## src/rtl/dmc_pkg.sv

```systemverilog
// Shared types, sizes and helpers for the direct-mapped cache lookup unit.
// No dependencies; imported by the top level.
package dmc_pkg;

  localparam int ADDR_W         = 8;
  localparam int DATA_W         = 8;
  localparam int COUNT_W        = 16;

  localparam int MEMORY_BYTES   = 256;
  localparam int CACHE_LINES    = 4;
  localparam int WORDS_PER_LINE = 4;

  localparam int OFF_W  = $clog2(WORDS_PER_LINE);
  localparam int LINE_W = $clog2(CACHE_LINES);
  localparam int TAG_W  = ADDR_W - OFF_W - LINE_W;
  localparam int SLOT_W = LINE_W + OFF_W;
  localparam int SLOTS  = CACHE_LINES * WORDS_PER_LINE;
  localparam int MEM_AW = $clog2(MEMORY_BYTES);
  localparam int EXT_W  = (ADDR_W > MEM_AW) ? ADDR_W : MEM_AW;

  localparam logic [COUNT_W-1:0] COUNT_MAX = '1;

  localparam logic MODE_ACCESS = 1'b0;
  localparam logic MODE_WRITE  = 1'b1;

  typedef struct packed {
    logic              mode;
    logic [ADDR_W-1:0] address;
    logic [DATA_W-1:0] write_value;
  } in_item_t;

  typedef struct packed {
    logic               hit;
    logic [DATA_W-1:0]  read_data;
    logic [COUNT_W-1:0] hit_count;
    logic [COUNT_W-1:0] miss_count;
  } out_item_t;

  // Backing memory index: byte address wrapped to the memory size.
  function automatic logic [MEM_AW-1:0] mem_index(input logic [ADDR_W-1:0] a);
    logic [EXT_W-1:0] wide;
    begin
      wide = EXT_W'(a);
      return wide[MEM_AW-1:0];
    end
  endfunction

  // Saturating increment of a hit or miss count.
  function automatic logic [COUNT_W-1:0] sat_inc(input logic [COUNT_W-1:0] v);
    begin
      return (v == COUNT_MAX) ? v : v + 1'b1;
    end
  endfunction

endpackage

```

## src/rtl/dmc_ram.sv

```systemverilog
// Generic single-port RAM with registered read data.
// No dependencies; used for the backing memory of the cache unit.
module dmc_ram #(
  parameter int WIDTH = 8,
  parameter int DEPTH = 256
) (
  input  logic                     clk,
  input  logic                     we,
  input  logic [$clog2(DEPTH)-1:0] addr,
  input  logic [WIDTH-1:0]         wdata,
  output logic [WIDTH-1:0]         rdata
);

  logic [WIDTH-1:0] mem_r [DEPTH];

  always_ff @(posedge clk) begin
    if (we) begin
      mem_r[addr] <= wdata;
    end
    rdata <= mem_r[addr];
  end

endmodule

```

## src/rtl/direct_mapped_cache_lookup_unit.sv

```systemverilog
// Direct-mapped cache lookup unit: top level with sequencer, tag/line store
// and counters. Depends on dmc_pkg and dmc_ram (backing memory).
//
//   channel | ports                        | direction | payload
//   --------+------------------------------+-----------+----------------------
//   in      | in_valid, in_stall, in_item  | to unit   | mode, address, value
//   out     | out_valid, out_stall, out_item | from unit | hit, data, counts
//
// Sequence: a memory write or a cache hit is accepted, then loads the output
//   register; a miss first fills the whole line, one word per cycle from the
//   single backing-memory port, then loads the output register.
// Reset: rst_n (synchronous, active low) invalidates every line, zeroes the
//   tags, the cached words and both counts. The backing memory is not cleared.
// Stalls: the result sits in an output register, so a new item is taken while
//   an earlier result waits; only the response step waits on out_stall.
module direct_mapped_cache_lookup_unit (
  input  logic                clk,
  input  logic                rst_n,
  input  logic                in_valid,
  output logic                in_stall,
  input  dmc_pkg::in_item_t   in_item,
  output logic                out_valid,
  input  logic                out_stall,
  output dmc_pkg::out_item_t  out_item
);
  import dmc_pkg::*;

  typedef enum logic [1:0] {
    S_IDLE,
    S_FILL,
    S_RESP
  } state_t;

  state_t state_r, state_nxt;

  // Latched request and lookup outcome
  in_item_t            req_r;
  logic                hit_r;

  // Cache contents
  logic [TAG_W-1:0]    tags_r  [CACHE_LINES];
  logic [CACHE_LINES-1:0] valid_r;
  logic [DATA_W-1:0]   words_r [SLOTS];

  // Fill sequencer: counts issued reads, one more step to catch the last word
  logic [OFF_W:0]      cnt_r, cnt_nxt;
  logic [OFF_W:0]      cnt_prev;

  logic [COUNT_W-1:0]  hit_cnt_r, hit_cnt_nxt;
  logic [COUNT_W-1:0]  miss_cnt_r, miss_cnt_nxt;

  logic                out_valid_r, out_valid_nxt;
  out_item_t           out_item_r, out_item_nxt;

  // Backing memory port
  logic                ram_we;
  logic [MEM_AW-1:0]   ram_addr;
  logic [DATA_W-1:0]   ram_rdata;

  // Decode of the incoming and the held address
  logic [LINE_W-1:0]   in_line;
  logic [TAG_W-1:0]    in_tag;
  logic                lookup_hit;
  logic [LINE_W-1:0]   req_line;
  logic [TAG_W-1:0]    req_tag;
  logic [OFF_W-1:0]    req_off;

  logic                in_acc;
  logic                out_free;
  logic                out_load;
  logic                word_we;
  logic                line_we;
  logic [SLOT_W-1:0]   word_slot;
  logic [SLOT_W-1:0]   read_slot;
  logic                req_access;

  assign in_line    = in_item.address[OFF_W +: LINE_W];
  assign in_tag     = in_item.address[ADDR_W-1 -: TAG_W];
  assign lookup_hit = valid_r[in_line] && (tags_r[in_line] == in_tag);

  assign req_line   = req_r.address[OFF_W +: LINE_W];
  assign req_tag    = req_r.address[ADDR_W-1 -: TAG_W];
  assign req_off    = req_r.address[OFF_W-1:0];
  assign req_access = (req_r.mode == MODE_ACCESS);

  assign in_stall   = (state_r != S_IDLE);
  assign in_acc     = in_valid && !in_stall;

  assign out_free   = !out_valid_r || !out_stall;
  assign out_valid  = out_valid_r;
  assign out_item   = out_item_r;

  assign cnt_prev   = cnt_r - 1'b1;
  assign word_slot  = {req_line, cnt_prev[OFF_W-1:0]};
  assign read_slot  = {req_line, req_off};

  dmc_ram #(
    .WIDTH (DATA_W),
    .DEPTH (MEMORY_BYTES)
  ) u_backing_mem (
    .clk   (clk),
    .we    (ram_we),
    .addr  (ram_addr),
    .wdata (in_item.write_value),
    .rdata (ram_rdata)
  );

  always_comb begin
    state_nxt     = state_r;
    cnt_nxt       = cnt_r;
    hit_cnt_nxt   = hit_cnt_r;
    miss_cnt_nxt  = miss_cnt_r;
    out_load      = 1'b0;
    word_we       = 1'b0;
    line_we       = 1'b0;
    ram_we        = 1'b0;
    ram_addr      = mem_index({req_tag, req_line, cnt_r[OFF_W-1:0]});
    out_item_nxt  = out_item_r;

    unique case (state_r)
      S_IDLE: begin
        ram_addr = mem_index(in_item.address);
        if (in_acc) begin
          if (in_item.mode == MODE_WRITE) begin
            // Store the byte now; the cache is left as it is
            ram_we    = 1'b1;
            state_nxt = S_RESP;
          end else if (lookup_hit) begin
            state_nxt = S_RESP;
          end else begin
            cnt_nxt   = '0;
            state_nxt = S_FILL;
          end
        end
      end

      S_FILL: begin
        // Read word cnt_r, capture word cnt_r-1 as it returns
        word_we = (cnt_r != '0);
        if (cnt_r == (OFF_W+1)'(WORDS_PER_LINE)) begin
          line_we   = 1'b1;
          cnt_nxt   = '0;
          state_nxt = S_RESP;
        end else begin
          cnt_nxt = cnt_r + 1'b1;
        end
      end

      S_RESP: begin
        if (req_access) begin
          if (hit_r) begin
            hit_cnt_nxt = sat_inc(hit_cnt_r);
          end else begin
            miss_cnt_nxt = sat_inc(miss_cnt_r);
          end
        end
        out_item_nxt.hit        = req_access && hit_r;
        out_item_nxt.read_data  = req_access ? words_r[read_slot] : '0;
        out_item_nxt.hit_count  = hit_cnt_nxt;
        out_item_nxt.miss_count = miss_cnt_nxt;
        if (out_free) begin
          out_load  = 1'b1;
          state_nxt = S_IDLE;
        end else begin
          // Hold until the output register frees up
          hit_cnt_nxt  = hit_cnt_r;
          miss_cnt_nxt = miss_cnt_r;
        end
      end

      default: begin
        state_nxt = S_IDLE;
      end
    endcase

    out_valid_nxt = out_load || (out_valid_r && out_stall);
  end

  always_ff @(posedge clk) begin
    if (!rst_n) begin
      state_r     <= S_IDLE;
      cnt_r       <= '0;
      hit_cnt_r   <= '0;
      miss_cnt_r  <= '0;
      out_valid_r <= 1'b0;
      valid_r     <= '0;
      tags_r      <= '{default: '0};
      words_r     <= '{default: '0};
    end else begin
      state_r     <= state_nxt;
      cnt_r       <= cnt_nxt;
      hit_cnt_r   <= hit_cnt_nxt;
      miss_cnt_r  <= miss_cnt_nxt;
      out_valid_r <= out_valid_nxt;
      if (in_acc) begin
        req_r <= in_item;
        hit_r <= lookup_hit;
      end
      if (word_we) begin
        words_r[word_slot] <= ram_rdata;
      end
      if (line_we) begin
        tags_r[req_line]  <= req_tag;
        valid_r[req_line] <= 1'b1;
      end
      if (out_load) begin
        out_item_r <= out_item_nxt;
      end
    end
  end

endmodule
```

## config.mk

```make
export PLATFORM = sky130hd
export DESIGN_NAME = direct_mapped_cache_lookup_unit
export DESIGN_NICKNAME = d
export VERILOG_FILES = /design/src/rtl/dmc_pkg.sv /design/src/rtl/dmc_ram.sv /design/src/rtl/direct_mapped_cache_lookup_unit.sv
export SDC_FILE = /design/constraint.sdc
export NUM_CORES = 2
export LEC_CHECK = 0
export ABC_CLOCK_PERIOD_IN_PS = 8600
export BUFFER_PORTS_ARGS = -buffer_cell sky130_fd_sc_hd__buf_2
export CAP_MARGIN = 25
export CORE_UTILIZATION = 53
export CTS_BUF_LIST = sky130_fd_sc_hd__clkbuf_8 sky130_fd_sc_hd__clkbuf_16
export CTS_CLUSTER_DIAMETER = 50
export DETAILED_ROUTE_END_ITERATION = 16
export PLACE_DENSITY_LB_ADDON = 0.2
export REMOVE_ABC_BUFFERS = 1
export SETUP_SLACK_MARGIN = 0.4
export SYNTH_ARGS = -nofsm -noshare
export SYNTH_HDL_FRONTEND = slang
export SYNTH_HIERARCHICAL = 1
export SYNTH_SLANG_ARGS = --single-unit
```

## constraint.sdc

```tcl
create_clock -name clk -period 8.6 [get_ports clk]
set_clock_uncertainty 0.15 [all_clocks]
set_input_delay 0.86 -clock clk [delete_from_list [all_inputs] [get_ports clk]]
set_output_delay 0.86 -clock clk [all_outputs]
set_load 0.05 [all_outputs]
```

==> impl_metrics.tcl <==
set metrics [dict create \
    cp_max_fo 43 \
    timing.final.crit_share_pct 65.3 \
    post_dp_cell_area_mm2 0.0923 \
    synth_edf_count 2099 \
    cts.hold.buffers_added 0 \
    cts-htree-levels 4 \
    worst-setup-path-type "flop to flop" \
    numClockSinks 2293 \
    grt_max_degree 155 \
    io_pins 64 \
    p_leak_nw 31.1 \
    synth.yosys.seq_area_share_pct 74.8 \
    ys_seq_elements 2293 \
    grt_pass1_wl_um 310000 \
    io_buffers 63 \
    drt-pass1-iter-count 5 \
    cts_setup_buffers 0 \
    status "finished clean" \
    first_iter_violations 5014 \
    maxCapViolCount 0 \
    grt_pass1_vias 45100 \
    core_area_mm2 0.167 \
    syn-mean-instance-area_um2 19.3 \
    tns_ns 0 \
    grt_usage_pct 25.1 \
    finalCriticalPeriod_ns 5.61 \
    root_buffer "clkbuf_16" \
    grt-ovfl-total 0 \
    holdCritPathClass "primary input to flop" \
    async_flop_share_pct 0 \
    fin_area_mm2 0.0999 \
    critPathLaunchType "flop" \
    setup_viol 0 \
    crit_arrival_ns 6.14 \
    routed_wirelength_um 212000 \
    hpwlAfterDp_um 122000 \
    syn_inst 4631 \
    hold_viol_final 0 \
    final_common_cell "edfxtp_1" \
    max_freq_ghz 0.178 \
    ir_worst_vdd_mv 0.173 \
    dieHeight_um 413 \
    rows 150 \
    routedWlPerCell_um 29.7 \
    cp.required_ns 9.12 \
    clkTransAtPathRegs_ns 0.06 \
    ys_types 70 \
    drive_gt1_share_pct 23.0 \
    initial_core_util_pct 53.5 \
    rsz0062_at_grt "false" \
    area_growth_pct 11.7 \
    synthFlopType "edfxtp_1" \
    grt_antenna_before_repair 4 \
    drc 0 \
    ys_warn_count 6 \
    p_per_area_mw_per_mm2 239 \
    vias 45500 \
    viasPerCell 6.39 \
    cts_tree "built" \
    worst_slew_pin_slew_ns 1.37 \
    endpoint_kind "flop" \
    cts_buffer_depth 3 \
    clock_latency_ns 0.84 \
    synth_area_mm2 0.0895 \
    gp_congestion 0.807 \
    die_w_um 413 \
    maxSlewViolCount 0 \
    slew_headroom_pct 8.59 \
    die_area_mm2 0.170 \
    cts_buffers 227 \
    cts_resized 0 \
    fin_nets 4759 \
    layout_common_cells "edfxtp_1, mux4_2, nor2_1, a22oi_1, clkbuf_16" \
    ant_nets 0 \
]
==> power by group <==
group	internal (mW)	switching, mW	leakage [nW]
clock	5.58	4.20	3.86
combinational	0.685	1.15	6.78
sequential	12.2	0.104	20.5
total	18.5	5.46	31.1
==> cell usage after synthesis, drive strengths merged (45+ instances only) <==
library cell | number | share of area [%]
a21oi | 227 | 1.3
a22oi | 256 | 2.1
buf | 125 | 0.90
clkbuf | 195 | 0.82
dfxtp | 194 | 4.3
edfxtp | 2099 | 70
mux2i | 76 | 0.85
mux4 | 553 | 14
nand2 | 176 | 0.74
nand3 | 102 | 0.59
nor2 | 342 | 1.4
nor3 | 45 | 0.29
==> worst max-delay path: stages (launching register included) <==
cell and delay [ns]:
dfxtp_1 0.35, nor2_1 0.15, buf_4 0.24, nand2_1 0.12
o21ai_4 0.13, buf_4 0.53, buf_4 0.79, buf_4 0.65
mux4_2 0.57, a22oi_1 0.23, a21oi_1 0.17, o41ai_1 1.07
nand4_1 0.16
==> logic make-up after synthesis <==
family | after synthesis | synth area share, %
mux | 641 | 15.0
simple gates | 761 | 3.85
compound gates | 554 | 4.10
flops | 2293 | 74.8
buf+inv | 331 | 1.77
xor+xnor | 44 | 0.431
fa+ha+maj | 7 | 0.0979
==> area by class of cell <==
| class | instances | area (µm²) |
|---|---|---|
| Timing Repair Buffer | 191 | 1570 |
| Sequential cell | 2293 | 66900 |
| Clock buffer | 237 | 5840 |
| Inverter | 11 | 43.8 |
| Antenna cell | 3 | 7.51 |
| Tap cell | 2204 | 2760 |
| Clock inverter | 185 | 1630 |
| Multi-Input combinational cell | 2007 | 21200 |
| Fill cell | 12100 | 67500 |
==> through the flow <==
stage / utilization, % / cells / hold slack, ns / total power, mW / setup WS, ns
final: 59.7 / 7131 / 0.0756 / 23.9 / 2.99
after floorplan: - / 4311 / 0.282 / 16.4 / -70.95
after CTS: 59.6 / 7123 / 0.0218 / 24.1 / 3.04
after global routing: 59.7 / 7128 / 0.0384 / 24.6 / 2.65
after global placement: 55.1 / 6692 / 0.287 / 14.3 / 2.23
after detailed placement: 55.1 / 6701 / 0.295 / 14.4 / 2.86
==> state kept, by name, summed over array words and instances, names as in the netlist <==
signal	cells
cnt_r	3
hit_cnt_r	16
hit_r	1
miss_cnt_r	16
out_item	41
out_valid	1
read_slot	4
req_r	5
state_r	2
tags_r	16
u_backing_mem/mem_r	2048
u_backing_mem/rdata	8
valid_r	4
words_r	128
==> worst paths after layout <==
check | startpoint | end | slack [ns] | cells past startpoint
setup / recovery | state_r[1]$_SDFFE_PN0P_ | u_backing_mem/rdata[6]$_DFF_P_ | 2.99 | 12
hold / removal | in_item[8] | read_slot[0]$_DFFE_PP_ | 0.08 | 1
setup reg to reg | state_r[1]$_SDFFE_PN0P_ | u_backing_mem/rdata[6]$_DFF_P_ | 2.99 | 12
hold reg to reg | words_r[63]$_SDFFE_PN0P_ | words_r[63]$_SDFFE_PN0P_ | 0.30 | 2
==> per-layer routing <==
metal  global-route usage [%]  vias to the layer above  wire length [µm]
li1                         -                    19100                 -
met1                     36.1                    24100             86800
met2                     39.9                     1983            103000
met3                     4.41                      315             16700
met4                     7.01                        8              5580
met5                        0                        -                68
Power figures use the tool's default switching activity.
